**src/hw/rtl/biq_pkg.sv**
```systemverilog
// ----------------------------------------------------------------------------
// biq_pkg: shared types and constants of the biquad filter
// Coefficient format, register indexes, sequencer states and the control
// struct that drives the shared datapath.
// ----------------------------------------------------------------------------
`default_nettype none

package biq_pkg;

    localparam int COEF_W         = 18;
    localparam int COEF_FRAC_BITS = 14;
    // Headroom of the accumulator above the sample width: five products of
    // COEF_W x SAMPLE_WIDTH bits summed.
    localparam int ACC_EXTRA      = 20;
    localparam int CFG_IDX_W      = 3;
    localparam int MAC_TAPS       = 5;
    localparam int MAC_CNT_W      = 3;

    localparam logic [COEF_W-1:0] COEF_UNITY = COEF_W'(1 << COEF_FRAC_BITS);

    typedef enum logic [CFG_IDX_W-1:0] {
        REG_ENABLE = 3'd0,
        REG_B0     = 3'd1,
        REG_B1     = 3'd2,
        REG_B2     = 3'd3,
        REG_A0     = 3'd4,
        REG_A1     = 3'd5,
        REG_A2     = 3'd6
    } cfg_reg_t;

    typedef enum logic [MAC_CNT_W-1:0] {
        TAP_B0 = 3'd0,
        TAP_B1 = 3'd1,
        TAP_B2 = 3'd2,
        TAP_A1 = 3'd3,
        TAP_A2 = 3'd4
    } tap_t;

    typedef enum logic [5:0] {
        ST_IDLE = 6'b000001,
        ST_MAC  = 6'b000010,
        ST_ABS  = 6'b000100,
        ST_DIV  = 6'b001000,
        ST_FIX  = 6'b010000,
        ST_DONE = 6'b100000
    } state_t;

    // Datapath commands from the sequencer
    typedef struct packed {
        logic start;
        logic mul_en;
        tap_t tap;
        logic acc_en;
        logic abs_load;
        logic div_step;
        logic fix;
    } dp_ctrl_t;

    // Sequencer status toward the top level
    typedef struct packed {
        logic ready;
        logic load_out;
        logic filt;
    } seq_stat_t;

endpackage

`default_nettype wire

```
**src/hw/rtl/biq_if.sv**
```systemverilog
// ----------------------------------------------------------------------------
// biq_if: valid/ready channels of the biquad filter
// Sample input channel, result output channel and configuration write channel.
// ----------------------------------------------------------------------------
`default_nettype none

interface biq_in_if #(
    parameter int SAMPLE_WIDTH = 24
);
    logic                           valid;
    logic                           ready;
    logic signed [SAMPLE_WIDTH-1:0] sample_in;
    logic                           frame_last_in;

    modport source (output valid, output sample_in, output frame_last_in, input ready);
    modport sink   (input valid, input sample_in, input frame_last_in, output ready);
endinterface

interface biq_out_if #(
    parameter int SAMPLE_WIDTH = 24
);
    logic                           valid;
    logic                           ready;
    logic signed [SAMPLE_WIDTH-1:0] sample_out;
    logic                           saturated;
    logic                           frame_last_out;

    modport source (output valid, output sample_out, output saturated,
                    output frame_last_out, input ready);
    modport sink   (input valid, input sample_out, input saturated,
                    input frame_last_out, output ready);
endinterface

interface biq_cfg_if
    import biq_pkg::*;
();
    logic                 valid;
    logic                 ready;
    logic [CFG_IDX_W-1:0] index;
    logic [COEF_W-1:0]    data;

    modport source (output valid, output index, output data, input ready);
    modport sink   (input valid, input index, input data, output ready);
endinterface

`default_nettype wire

```
**src/hw/rtl/biquad_iir_filter_top.sv**
```systemverilog
// ----------------------------------------------------------------------------
// biquad_iir_filter_top: direct form I biquad section, one sample at a time
// Filter on: each input beat runs the MAC steps, the magnitude step, the
//   restoring divider (one quotient bit per cycle) and the sign fix before the
//   result is registered; a new sample is taken only once that result is loaded.
// Zero a0: the divide and sign fix are skipped. Bypass: the sample is copied to
//   the output register directly.
// Reset (rst_n, async low) clears history, enable, b0/a0 to 1.0, rest to 0.
// ----------------------------------------------------------------------------
`default_nettype none

module biquad_iir_filter_top
    import biq_pkg::*;
#(
    parameter int SAMPLE_WIDTH = 24
) (
    input wire logic  clk,
    input wire logic  rst_n,
    biq_cfg_if.sink   cfg,
    biq_in_if.sink    sample_chan,
    biq_out_if.source result_chan
);

    // Configuration registers
    logic                     enable_reg;
    logic signed [COEF_W-1:0] b0_reg, b1_reg, b2_reg;
    logic signed [COEF_W-1:0] a0_reg, a1_reg, a2_reg;

    // Current sample and filter history
    logic signed [SAMPLE_WIDTH-1:0] x_reg;
    logic                           last_reg;
    logic signed [SAMPLE_WIDTH-1:0] x1_reg, x2_reg, y1_reg, y2_reg;

    // Output register; decouples the result beat from the next input beat
    logic                           out_valid_reg;
    logic signed [SAMPLE_WIDTH-1:0] out_sample_reg;
    logic                           out_sat_reg;
    logic                           out_last_reg;

    dp_ctrl_t                       ctrl;
    seq_stat_t                      seq_st;
    logic                           a0_zero;
    logic signed [SAMPLE_WIDTH-1:0] dp_y;
    logic                           dp_sat;
    logic                           in_fire;
    logic                           out_free;

    assign cfg.ready         = 1'b1;
    assign sample_chan.ready = seq_st.ready;
    assign in_fire           = sample_chan.valid & seq_st.ready;
    assign out_free          = ~out_valid_reg | result_chan.ready;

    // Register writes; indexes past the last register are dropped
    always_ff @(posedge clk or negedge rst_n)
    begin
        if (!rst_n)
        begin
            enable_reg <= 1'b0;
            b0_reg     <= COEF_UNITY;
            b1_reg     <= '0;
            b2_reg     <= '0;
            a0_reg     <= COEF_UNITY;
            a1_reg     <= '0;
            a2_reg     <= '0;
        end
        else if (cfg.valid)
        begin
            case (cfg_reg_t'(cfg.index))
                REG_ENABLE: enable_reg <= cfg.data[0];
                REG_B0:     b0_reg     <= cfg.data;
                REG_B1:     b1_reg     <= cfg.data;
                REG_B2:     b2_reg     <= cfg.data;
                REG_A0:     a0_reg     <= cfg.data;
                REG_A1:     a1_reg     <= cfg.data;
                REG_A2:     a2_reg     <= cfg.data;
                default:    ;
            endcase
        end
    end

    // Sample capture on the input beat
    always_ff @(posedge clk)
    begin
        if (in_fire)
        begin
            x_reg    <= sample_chan.sample_in;
            last_reg <= sample_chan.frame_last_in;
        end
    end

    // History shifts only for filtered samples, with the clipped output
    always_ff @(posedge clk or negedge rst_n)
    begin
        if (!rst_n)
        begin
            x1_reg <= '0;
            x2_reg <= '0;
            y1_reg <= '0;
            y2_reg <= '0;
        end
        else if (seq_st.load_out && seq_st.filt)
        begin
            x2_reg <= x1_reg;
            x1_reg <= x_reg;
            y2_reg <= y1_reg;
            y1_reg <= dp_y;
        end
    end

    // Result beat
    always_ff @(posedge clk or negedge rst_n)
    begin
        if (!rst_n)
        begin
            out_valid_reg <= 1'b0;
        end
        else if (seq_st.load_out)
        begin
            out_valid_reg <= 1'b1;
        end
        else if (result_chan.ready)
        begin
            out_valid_reg <= 1'b0;
        end
    end

    always_ff @(posedge clk)
    begin
        if (seq_st.load_out)
        begin
            out_sample_reg <= seq_st.filt ? dp_y : x_reg;
            out_sat_reg    <= seq_st.filt & dp_sat;
            out_last_reg   <= last_reg;
        end
    end

    assign result_chan.valid          = out_valid_reg;
    assign result_chan.sample_out     = out_sample_reg;
    assign result_chan.saturated      = out_sat_reg;
    assign result_chan.frame_last_out = out_last_reg;

    biq_seq #(
        .SAMPLE_WIDTH (SAMPLE_WIDTH)
    ) u_seq (
        .clk      (clk),
        .rst_n    (rst_n),
        .in_valid (sample_chan.valid),
        .enable   (enable_reg),
        .a0_zero  (a0_zero),
        .out_free (out_free),
        .ctrl     (ctrl),
        .stat     (seq_st)
    );

    biq_dp #(
        .SAMPLE_WIDTH (SAMPLE_WIDTH)
    ) u_dp (
        .clk     (clk),
        .ctrl    (ctrl),
        .x       (x_reg),
        .x1      (x1_reg),
        .x2      (x2_reg),
        .y1      (y1_reg),
        .y2      (y2_reg),
        .b0      (b0_reg),
        .b1      (b1_reg),
        .b2      (b2_reg),
        .a0      (a0_reg),
        .a1      (a1_reg),
        .a2      (a2_reg),
        .a0_zero (a0_zero),
        .y       (dp_y),
        .sat     (dp_sat)
    );

endmodule

`default_nettype wire

```
**src/hw/rtl/biq_dp.sv**
```systemverilog
// ----------------------------------------------------------------------------
// biq_dp: shared multiply/add datapath
// One multiplier and one add/sub unit serve the five MAC steps, the magnitude
// conversion, the restoring divide steps and the final sign fix.
// ----------------------------------------------------------------------------
`default_nettype none

module biq_dp
    import biq_pkg::*;
#(
    parameter int SAMPLE_WIDTH = 24
) (
    input  wire logic                           clk,
    input  wire dp_ctrl_t                       ctrl,
    input  wire logic signed [SAMPLE_WIDTH-1:0] x,
    input  wire logic signed [SAMPLE_WIDTH-1:0] x1,
    input  wire logic signed [SAMPLE_WIDTH-1:0] x2,
    input  wire logic signed [SAMPLE_WIDTH-1:0] y1,
    input  wire logic signed [SAMPLE_WIDTH-1:0] y2,
    input  wire logic signed [COEF_W-1:0]       b0,
    input  wire logic signed [COEF_W-1:0]       b1,
    input  wire logic signed [COEF_W-1:0]       b2,
    input  wire logic signed [COEF_W-1:0]       a0,
    input  wire logic signed [COEF_W-1:0]       a1,
    input  wire logic signed [COEF_W-1:0]       a2,
    output logic                                a0_zero,
    output logic signed [SAMPLE_WIDTH-1:0]      y,
    output logic                                sat
);

    localparam int SW     = SAMPLE_WIDTH;
    localparam int ACC_W  = SW + ACC_EXTRA;
    localparam int PROD_W = SW + COEF_W;
    localparam int REM_W  = COEF_W;
    localparam logic [SW-1:0] SMAX = {1'b0, {(SW-1){1'b1}}};
    localparam logic [SW-1:0] SMIN = {1'b1, {(SW-1){1'b0}}};

    logic signed [COEF_W-1:0] m_coef;
    logic signed [SW-1:0]     m_samp;
    logic                     m_sub;
    logic signed [PROD_W-1:0] prod_full;

    logic signed [PROD_W-1:0] prod_reg;
    logic                     prod_sub_reg;
    logic signed [ACC_W-1:0]  acc_reg;
    logic [ACC_W-1:0]         quo_reg;
    logic [REM_W-1:0]         rem_reg;
    logic                     neg_reg;
    logic signed [SW-1:0]     y_reg;
    logic                     sat_reg;

    logic [COEF_W-1:0]        a0_u;
    logic [COEF_W-1:0]        a0_mag;
    logic signed [ACC_W-1:0]  add_a;
    logic signed [ACC_W-1:0]  add_b;
    logic                     add_sub;
    logic signed [ACC_W-1:0]  add_sum;
    logic                     trial_ok;
    logic [ACC_W-SW:0]        hi_bits;
    logic                     in_range;

    assign a0_zero = (a0 == '0);
    assign a0_u    = $unsigned(a0);
    assign a0_mag  = a0_u[COEF_W-1] ? (~a0_u + COEF_W'(1)) : a0_u;

    // Tap select for the multiplier; feedback taps are subtracted
    always_comb
    begin
        m_coef = b0;
        m_samp = x;
        m_sub  = 1'b0;
        case (ctrl.tap)
            TAP_B0:
            begin
                m_coef = b0;
                m_samp = x;
            end
            TAP_B1:
            begin
                m_coef = b1;
                m_samp = x1;
            end
            TAP_B2:
            begin
                m_coef = b2;
                m_samp = x2;
            end
            TAP_A1:
            begin
                m_coef = a1;
                m_samp = y1;
                m_sub  = 1'b1;
            end
            TAP_A2:
            begin
                m_coef = a2;
                m_samp = y2;
                m_sub  = 1'b1;
            end
            default:
            begin
                m_coef = b0;
                m_samp = x;
            end
        endcase
    end

    assign prod_full = m_coef * m_samp;

    // Shared add/sub unit operand steering
    always_comb
    begin
        add_a   = '0;
        add_b   = '0;
        add_sub = 1'b0;
        if (ctrl.acc_en)
        begin
            add_a   = acc_reg;
            add_b   = ACC_W'(prod_reg);
            add_sub = prod_sub_reg;
        end
        else if (ctrl.abs_load)
        begin
            add_b   = acc_reg;
            add_sub = acc_reg[ACC_W-1];
        end
        else if (ctrl.div_step)
        begin
            add_a   = ACC_W'({rem_reg, quo_reg[ACC_W-1]});
            add_b   = ACC_W'(a0_mag);
            add_sub = 1'b1;
        end
        else if (ctrl.fix)
        begin
            add_b   = quo_reg;
            add_sub = neg_reg;
        end
    end

    assign add_sum  = add_sub ? (add_a - add_b) : (add_a + add_b);
    assign trial_ok = ~add_sum[ACC_W-1];
    assign hi_bits  = add_sum[ACC_W-1:SW-1];
    assign in_range = (&hi_bits) | ~(|hi_bits);

    always_ff @(posedge clk)
    begin
        if (ctrl.start)
        begin
            acc_reg <= '0;
        end
        if (ctrl.mul_en)
        begin
            prod_reg     <= prod_full;
            prod_sub_reg <= m_sub;
        end
        if (ctrl.acc_en)
        begin
            acc_reg <= add_sum;
        end
        if (ctrl.abs_load)
        begin
            quo_reg <= add_sum;
            rem_reg <= '0;
            neg_reg <= acc_reg[ACC_W-1] ^ a0[COEF_W-1];
            // zero divisor: clip toward the sign of the sum
            y_reg   <= acc_reg[ACC_W-1] ? SMIN : SMAX;
            sat_reg <= 1'b1;
        end
        if (ctrl.div_step)
        begin
            rem_reg <= trial_ok ? add_sum[REM_W-1:0] : {rem_reg[REM_W-2:0], quo_reg[ACC_W-1]};
            quo_reg <= {quo_reg[ACC_W-2:0], trial_ok};
        end
        if (ctrl.fix)
        begin
            if (in_range)
            begin
                y_reg   <= add_sum[SW-1:0];
                sat_reg <= 1'b0;
            end
            else
            begin
                y_reg   <= add_sum[ACC_W-1] ? SMIN : SMAX;
                sat_reg <= 1'b1;
            end
        end
    end

    assign y   = y_reg;
    assign sat = sat_reg;

endmodule

`default_nettype wire

```
**src/hw/rtl/biq_seq.sv**
```systemverilog
// ----------------------------------------------------------------------------
// biq_seq: sample sequencer
// Steps the shared datapath through MAC, magnitude, divide and sign fix.
// ----------------------------------------------------------------------------
`default_nettype none

module biq_seq
    import biq_pkg::*;
#(
    parameter int SAMPLE_WIDTH = 24
) (
    input  wire logic clk,
    input  wire logic rst_n,
    input  wire logic in_valid,
    input  wire logic enable,
    input  wire logic a0_zero,
    input  wire logic out_free,
    output dp_ctrl_t  ctrl,
    output seq_stat_t stat
);

    localparam int ACC_W     = SAMPLE_WIDTH + ACC_EXTRA;
    localparam int DIV_CNT_W = $clog2(ACC_W);

    state_t               state_reg, state_next;
    logic [MAC_CNT_W-1:0] mac_cnt_reg, mac_cnt_next;
    logic [DIV_CNT_W-1:0] div_cnt_reg, div_cnt_next;
    logic                 filt_reg, filt_next;

    always_comb
    begin
        state_next    = state_reg;
        mac_cnt_next  = mac_cnt_reg;
        div_cnt_next  = div_cnt_reg;
        filt_next     = filt_reg;
        ctrl          = '0;
        ctrl.tap      = TAP_B0;
        stat.ready    = 1'b0;
        stat.load_out = 1'b0;
        stat.filt     = filt_reg;
        case (state_reg)
            ST_IDLE:
            begin
                stat.ready = 1'b1;
                if (in_valid)
                begin
                    ctrl.start   = 1'b1;
                    filt_next    = enable;
                    mac_cnt_next = '0;
                    state_next   = enable ? ST_MAC : ST_DONE;
                end
            end
            ST_MAC:
            begin
                // product of tap n is summed while tap n+1 multiplies
                ctrl.acc_en = (mac_cnt_reg != '0);
                if (mac_cnt_reg < MAC_CNT_W'(MAC_TAPS))
                begin
                    ctrl.mul_en = 1'b1;
                    ctrl.tap    = tap_t'(mac_cnt_reg);
                end
                if (mac_cnt_reg == MAC_CNT_W'(MAC_TAPS))
                begin
                    state_next = ST_ABS;
                end
                else
                begin
                    mac_cnt_next = mac_cnt_reg + MAC_CNT_W'(1);
                end
            end
            ST_ABS:
            begin
                ctrl.abs_load = 1'b1;
                div_cnt_next  = '0;
                state_next    = a0_zero ? ST_DONE : ST_DIV;
            end
            ST_DIV:
            begin
                ctrl.div_step = 1'b1;
                if (div_cnt_reg == DIV_CNT_W'(ACC_W - 1))
                begin
                    state_next = ST_FIX;
                end
                else
                begin
                    div_cnt_next = div_cnt_reg + DIV_CNT_W'(1);
                end
            end
            ST_FIX:
            begin
                ctrl.fix   = 1'b1;
                state_next = ST_DONE;
            end
            ST_DONE:
            begin
                if (out_free)
                begin
                    stat.load_out = 1'b1;
                    state_next    = ST_IDLE;
                end
            end
            default:
            begin
                state_next = ST_IDLE;
            end
        endcase
    end

    always_ff @(posedge clk or negedge rst_n)
    begin
        if (!rst_n)
        begin
            state_reg   <= ST_IDLE;
            mac_cnt_reg <= '0;
            div_cnt_reg <= '0;
            filt_reg    <= 1'b0;
        end
        else
        begin
            state_reg   <= state_next;
            mac_cnt_reg <= mac_cnt_next;
            div_cnt_reg <= div_cnt_next;
            filt_reg    <= filt_next;
        end
    end

endmodule

`default_nettype wire

```
**src/flat_wrapper.sv**
```systemverilog
// flat-port wrapper written by rule: the top's interface ports become plain ports
module biquad_iir_filter_top_flat import biq_pkg::*;
#(
    parameter int SAMPLE_WIDTH = 24
)
  (clk, rst_n, cfg_valid, cfg_index, cfg_data, cfg_ready, sample_chan_valid, sample_chan_sample_in, sample_chan_frame_last_in, sample_chan_ready, result_chan_valid, result_chan_sample_out, result_chan_saturated, result_chan_frame_last_out, result_chan_ready);
  biq_cfg_if cfg_i ();
  biq_in_if #(.SAMPLE_WIDTH(SAMPLE_WIDTH)) sample_chan_i ();
  biq_out_if #(.SAMPLE_WIDTH(SAMPLE_WIDTH)) result_chan_i ();
  input wire logic clk;
  input wire logic rst_n;
  input wire logic [$bits(cfg_i.valid)-1:0] cfg_valid;
  input wire logic [$bits(cfg_i.index)-1:0] cfg_index;
  input wire logic [$bits(cfg_i.data)-1:0] cfg_data;
  output wire logic [$bits(cfg_i.ready)-1:0] cfg_ready;
  input wire logic [$bits(sample_chan_i.valid)-1:0] sample_chan_valid;
  input wire logic [$bits(sample_chan_i.sample_in)-1:0] sample_chan_sample_in;
  input wire logic [$bits(sample_chan_i.frame_last_in)-1:0] sample_chan_frame_last_in;
  output wire logic [$bits(sample_chan_i.ready)-1:0] sample_chan_ready;
  output wire logic [$bits(result_chan_i.valid)-1:0] result_chan_valid;
  output wire logic [$bits(result_chan_i.sample_out)-1:0] result_chan_sample_out;
  output wire logic [$bits(result_chan_i.saturated)-1:0] result_chan_saturated;
  output wire logic [$bits(result_chan_i.frame_last_out)-1:0] result_chan_frame_last_out;
  input wire logic [$bits(result_chan_i.ready)-1:0] result_chan_ready;
  assign cfg_i.valid = cfg_valid;
  assign cfg_i.index = cfg_index;
  assign cfg_i.data = cfg_data;
  assign cfg_ready = cfg_i.ready;
  assign sample_chan_i.valid = sample_chan_valid;
  assign sample_chan_i.sample_in = sample_chan_sample_in;
  assign sample_chan_i.frame_last_in = sample_chan_frame_last_in;
  assign sample_chan_ready = sample_chan_i.ready;
  assign result_chan_valid = result_chan_i.valid;
  assign result_chan_sample_out = result_chan_i.sample_out;
  assign result_chan_saturated = result_chan_i.saturated;
  assign result_chan_frame_last_out = result_chan_i.frame_last_out;
  assign result_chan_i.ready = result_chan_ready;
  biquad_iir_filter_top #(.SAMPLE_WIDTH(SAMPLE_WIDTH)) u_core (.clk(clk), .rst_n(rst_n), .cfg(cfg_i), .sample_chan(sample_chan_i), .result_chan(result_chan_i));
endmodule
```
**config.mk**
```make
export PLATFORM = sky130hd
export DESIGN_NAME = biquad_iir_filter_top_flat
export DESIGN_NICKNAME = d
export VERILOG_FILES = /design/src/hw/rtl/biq_pkg.sv /design/src/hw/rtl/biq_if.sv /design/src/hw/rtl/biquad_iir_filter_top.sv /design/src/hw/rtl/biq_dp.sv /design/src/hw/rtl/biq_seq.sv /design/src/flat_wrapper.sv
export SDC_FILE = /design/constraint.sdc
export NUM_CORES = 2
export LEC_CHECK = 0
export ABC_AREA = 0
export BUFFER_PORTS_ARGS = -buffer_cell sky130_fd_sc_hd__buf_2
export CAP_MARGIN = 20
export CORE_ASPECT_RATIO = 0.5
export CORE_MARGIN = 8
export CORE_UTILIZATION = 40
export DETAILED_ROUTE_END_ITERATION = 8
export SLEW_MARGIN = 20
export SYNTH_ARGS = -nofsm -noshare
export SYNTH_HDL_FRONTEND = slang
export SYNTH_SLANG_ARGS = --single-unit
```
**constraint.sdc**
```tcl
create_clock -name clk -period 22.7 [get_ports clk]
set_input_delay 2.27 -clock clk [delete_from_list [all_inputs] [get_ports clk]]
set_output_delay 2.27 -clock clk [all_outputs]
set_load 0.02 [all_outputs]
```
# [Yosys cells after proc, flatten, opt, wreduce, memory -nomap -nowiden]
# Index checks and enable logic that the tools add are counted.
[totals] regBits=448 word_cells=149 in_bits=51 output_inout_bits=29
[classes] n_addsub=5 bitwise=9 n_mul=1 n_eq_ne=24 n_mux=56 n_reduce_logical=24 magnitude_cmp=1
[op_table] operator="$mux W44" n=10
[op_table] operator="$mux W24" n=6
[op_table] operator="$pmux W24 S4" n=1
[op_table] operator="$mux W18" n=4
[op_table] operator="$pmux W18 S4" n=1
[op_table] operator="$add A44 B44 Y44" n=1
[op_table] operator="$sub A44 B44 Y44" n=1
[op_table] operator="$mul A18 B24 Y42" n=1
[op_table] operator="$mux W6" n=7
[op_table] operator="$mux W19" n=2
[op_table] operator="$pmux W6 S6" n=1
[op_table] operator="$reduce_and A21 Y1" n=1
[op_table] operator="$reduce_or A21 Y1" n=1
[op_table] operator="$add A18 B1 Y18 const B" n=1
[op_table] operator="$logic_not A18 Y1" n=1
[op_table] operator="$mux W1" n=18
[op_table] operator="$not A18 Y18" n=1
[op_table] operator="$reduce_and A2 Y1" n=9
[op_table] operator="$eq A3 B3 Y1 const B" n=5
[op_table] operator="$eq A3 B2 Y1 const B" n=4
[op_table] operator="$eq A6 B6 Y1 const B" n=2
[op_table] operator="$pmux W6 S2" n=1
[op_table] operator="$reduce_bool A2 Y1" n=6
[op_table] operator="$ne A2 B2 Y1 const B" n=5
[op_table] operator="other kinds (24)" n=30

# [Longest topological paths before layout]
[depth] ltp_word=13 depth_mapped=37 mapped_depth_nobuf=32

# [Cells and area by module]
# From an unflattened synthesis, not the netlist that was laid out.
[unflattened] hier_cells=3848 area_unflattened_um2=39283.9
[modules_own_cells] module="biq_dp" seq_area_each_um2=5255.0 cells_each=3221 n_inst=1 area_per_inst_um2=28740.1
[modules_own_cells] module="biquad_iir_filter_top" seq_area_each_um2=6688.9 cells_each=523 n_inst=1 area_per_inst_um2=9575.4
[modules_own_cells] module="biq_seq" seq_area_each_um2=401.6 cells_each=104 n_inst=1 area_per_inst_um2=968.4

# [Worst setup path after synthesis]
# Ideal clock, no wire load.
[synth_timing] kind="reg-to-reg" start="reg u_core.u_seq.state_reg[5]" end="reg u_core.u_dp.prod_reg[41] (data pin)" path_stages_with_launch=36 required_ps=22440 slack_ps=13624 arrival_time_ps=8816 period_less_slack_ps=9076 setup_time_ps=260 path_buffers=4 path_cell_list="dfrtp_1 nor4_2 nand2_1 clkbuf_1 nor4b_1 clkbuf_1 clkbuf_1 a221oi_1 nand2_1 o21a_1 clkbuf_1 nand2_1 fa_1 inv_1 fa_1 inv_1 fa_1 inv_1 fa_1 fa_1 inv_1 fa_1 inv_1 ha_1 a21oi_1 o21ai_0 or3_1 nor3_1 nor2_1 a22oi_1 a2111oi_0 nor3_1 or3_1 and2_1 o21ai_0 xnor2_1"
[synth_between] elab_chain_cells=5 elab_cells_between_ends=9 classes_between="mul: 1; eq/ne: 5; mux: 3"
[synth_lines] item="from (decl)" line_no="biq_seq.sv:25" text="state_t state_reg, state_next;"
[synth_lines] item="from (signal assigned)" line_no="biq_seq.sv:120" text="state_reg <= state_next;"
[synth_lines] item="$eq A6 B2 Y1 (*)" line_no="biq_seq.sv:41" text="case (state_reg)"
[synth_lines] item="$mux W5 (*)" line_no="biq_seq.sv:41"
[synth_lines] item="$eq A3 B3 Y1, or another cell as far along" line_no="biq_dp.sv:72" text="case (ctrl.tap)"
[synth_lines] item="$pmux W18 S4 or $pmux W24 S4 (tied branches)" line_no="biq_dp.sv:72"
[synth_lines] item="$mul A18 B24 Y42 (*)" line_no="biq_dp.sv:108" text="assign prod_full = m_coef * m_samp;"
[synth_lines] item="net u_core.u_dp.prod_full[41]" line_no="biq_dp.sv:41" text="logic signed [PROD_W-1:0] prod_full;"
[synth_lines] item="to (signal assigned)" line_no="biq_dp.sv:153" text="prod_reg <= prod_full;"
[synth_lines] item="to (decl)" line_no="biq_dp.sv:43" text="logic signed [PROD_W-1:0] prod_reg;"
# The timed path passes the listed nets; every way through them passes the cells marked *.
# A chain may end at the register's enable or synchronous reset.

# [Final worst setup path]
# Same ends and word-level chain as after synthesis.

==> impl.org <==
** Clock network
- Latest clock arrival within the worst-skew pair :: 0.62 ns
- Post CTS Setup Buffer Count :: 0
- Clock tree synthesis selected as its root buffer the cell sky130_fd_sc_hd__clkbuf_16.
- Clock transition at the register clock pins on the worst setup and hold paths after CTS :: 0.07 ns
- Counting the buffers created by CTS gives 47.
- In this run the number of H-tree levels came out at 2.
- For this design, the CTS-stage hold fixing added 0 buffers.
- CTS-repair resized insts :: 0
- TritonCTS built the clock tree.
- # clock sinks :: 448
- Largest buffer count on any clock path :: 3

** Final layout
- Compared with the post-synthesis result, the final layout area differs by 8.91%.
- Leaving out fill and tap cells, the most frequent cell in the layout is sky130_fd_sc_hd__inv_1.
- Combined area of the multi-input logic cells :: 23700 µm²
- Fillcell total :: 9085
- The final layout contains 4478 nets.
- In the layout the commonest cells are 534 x sky130_fd_sc_hd__inv_1, 441 x sky130_fd_sc_hd__nand2_1, 426 x sky130_fd_sc_hd__fa_1.
- Area taken by flip-flops and latches :: 12300 µm²
- Share of final-layout standard cells stronger than drive strength 1 :: 0.131

** Setup path
- Worst Setup Start Kind :: flop
- For the worst setup path, the data required time is 23.05 ns.
- In this run the worst path has a maximum fanout of 42.
- Critical Path Sink Type :: flop
- The largest individual stage delay along the critical path comes from the cell sky130_fd_sc_hd__a221oi_1.
- The worst register-to-register path begins at u_core.u_seq.state_reg[5]$_DFFE_PN0P_.
- The setup check on the worst reg-to-reg path leaves a slack of 12.32 ns.
- The critical path in this run is classified as flop to flop.
- CP startpoint :: u_core.u_seq.state_reg[5]$_DFFE_PN0P_
- Max incr delay on CP :: 0.73 ns
- The worst register-to-register path has a depth of 33.
- In this run the worst setup path terminates at u_core.u_dp.prod_reg[41]$_DFFE_PP_.
- Terminus of the critical flop-to-flop path :: u_core.u_dp.prod_reg[41]$_DFFE_PP_
- Data on the critical path arrives at its endpoint at 10.73 ns.

** Timing
- Worst Clk Skew :: 0.0249 ns
- For the final routed database, the setup TNS stands at 0 ns.
- Achievable Freq :: 96.3 MHz
- Number of setup violations in the final report :: 0
- Pins over their slew limit :: 0
- Setup repair after global routing left no endpoint under its margin.
- Period Utilization, post-route :: 0.457
- Worst-case headroom to the max-slew limit :: 0.189
- Worst-margin pin slew :: 1.20 ns
- After layout, the minimum clock period comes to 10.38 ns.
- Number of endpoints with negative hold slack in the final report :: 0

** GRT
- The number of global-route vias before repair was 30000.
- The number of antenna violations at the first check in global routing is 10.
- Largest net degree at the start of global routing :: 135
- In the global route stage, overall resource usage came out at 0.223.
- Aggregate global routing overflow :: 0
- First-pass GRT wire length :: 186 mm

** Die
- I/O pin count :: 80
- Width of the chip :: 456 µm
- Chip height :: 236 µm
- Row Count :: 80
- In this run the standard cell core region covers 95600 µm².
- The floorplan step defined a die boundary enclosing 107000 µm².
- Initial core utilization :: 0.405

** Yosys
- Of all flip-flops after synthesis, the portion carrying an async set or reset was 0.496.
- Gate count after technology mapping :: 3844
- In this run, synthesis produced a sequential element count of 448.
- Number of unique standard cell types used by synthesis :: 88
- In this run the cell area of the synthesized design comes to 38700 µm².
- A synthesized cell averages 10.1 µm².
- Post-synth EDFFs :: 226
- Synthesis produced a netlist with a net count of 4475.
- Of the synthesized area, sequential elements account for 0.319.
- Number of synthesis warnings :: 0
- Ys flop type :: sky130_fd_sc_hd__edfxtp_1

** Drt
- Aggregate routed wire length :: 122 mm
- The first detailed-routing pass took 9 iterations.
- After detailed routing, the number of remaining DRC violations is 0.
- Dividing the detail-routed wire length by the instance count gives 23.6 µm.
- Vias after detailed routing :: 29400
- For this block, the initial DRC count from the detailed router was 2749.
- The count of nets left with antenna violations once routing finished came out at 0.
- Vias per cell :: 5.70

** Placement
- DP Wirelength :: 92.8 mm
- Routability-driven placement congestion ratio :: 0.927
- Number of buffers inserted by port buffering :: 78

** Job
- Max-cap violations in this run came to 0.

** Hold path
- The min-delay analysis places its worst path in the category flop to flop.

** Outcome
- Result of the run :: finished, final reports clean
## Yosys cell counts, drive strengths merged (20+ instances only)
master,number,area (µm²)
o21ai,176,881
clkbuf,160,601
ha,154,1930
nand3,40,205
nand2b,28,175
o21a,45,338
dfrtp,219,5480
buf,28,145
xnor2,72,631
and2,53,332
xor2,53,464
edfxtp,226,6790
fa,426,8530
mux2,228,2570
nor2,315,1180
nand2,443,1660
a22oi,76,621
a21oi,114,582
a221oi,49,429
a22o,20,175
a21o,29,218
nor3,52,260
inv,535,2010
mux2i,22,220
## stage by stage
| step | std cells | hold WS, ns | util | setup slack, ns | cell area (µm²) |
|---|---|---|---|---|---|
| 2_1_floorplan | 3844 | 0.400 | - | 13.62 | 38700 |
| 4_1_cts | 5154 | 0.422 | 0.440 | 12.17 | 42100 |
| 3_5_place_dp | 5066 | 0.405 | 0.424 | 12.18 | 40500 |
| 3_3_place_gp | 5064 | 0.401 | 0.424 | 12.47 | 40500 |
| 6_report | 5159 | 0.420 | 0.441 | 12.32 | 42100 |
| 5_1_grt | 5157 | 0.428 | 0.441 | 11.80 | 42100 |
## worst min path at each step
stage / end / cells past startpoint / start / slack [ns]
after global routing: u_core.result_chan.frame_last_out$_DFFE_PP_ / 0 / u_core.last_reg$_DFFE_PP_ / 0.43
after global placement: u_core.result_chan.frame_last_out$_DFFE_PP_ / 0 / u_core.last_reg$_DFFE_PP_ / 0.40
final: u_core.result_chan.frame_last_out$_DFFE_PP_ / 0 / u_core.last_reg$_DFFE_PP_ / 0.42
after detailed placement: u_core.result_chan.frame_last_out$_DFFE_PP_ / 0 / u_core.last_reg$_DFFE_PP_ / 0.41
after CTS: u_core.result_chan.frame_last_out$_DFFE_PP_ / 0 / u_core.last_reg$_DFFE_PP_ / 0.42
after floorplan: u_core.result_chan.frame_last_out$_DFFE_PP_ / 0 / u_core.last_reg$_DFFE_PP_ / 0.40
## area by class of cell
cell class	count	area share
inverter	535	0.0477
antenna	2	0.000119
clock inverter	18	0.00377
tap	1271	0.0378
sequential	448	0.293
timing repair buffer	142	0.0223
multi-input combinational	2673	0.563
clock buffer	70	0.0324
## kinds of logic (layout without fill, tap and decap cells)
group           count (synthesis)  in the layout  share of synthesized area
compound gates                652            652                      0.115
xor+xnor                      126            126                     0.0289
fa+ha+maj                     580            580                      0.270
buf+inv                       723            765                     0.0712
flops                         448            448                      0.319
mux                           250            250                     0.0721
other cells                     1              3                  0.0000970
simple gates                 1064           1064                      0.123
## worst max-delay path, delay by kind of cell, from the launching register on
kind | cells | cell delay, ns
buf+inv | 7 | 0.80
fa+ha+maj | 7 | 3.19
flops | 1 | 0.45
simple gates | 12 | 3.22
xor+xnor | 1 | 0.08
compound gates | 6 | 2.33
## layer usage
layer / global-route usage / vias to the layer above / wire length (µm)
met5: 0 / - / 0
met4: 0.0863 / 0 / 5230
met3: 0.0325 / 216 / 9400
met2: 0.351 / 1123 / 54200
met1: 0.310 / 15200 / 52900
li1: - / 12900 / -
Power is left out: the tool's default activity adds up to more than one toggle a clock period on the data nets, which glitch-free logic cannot reach.
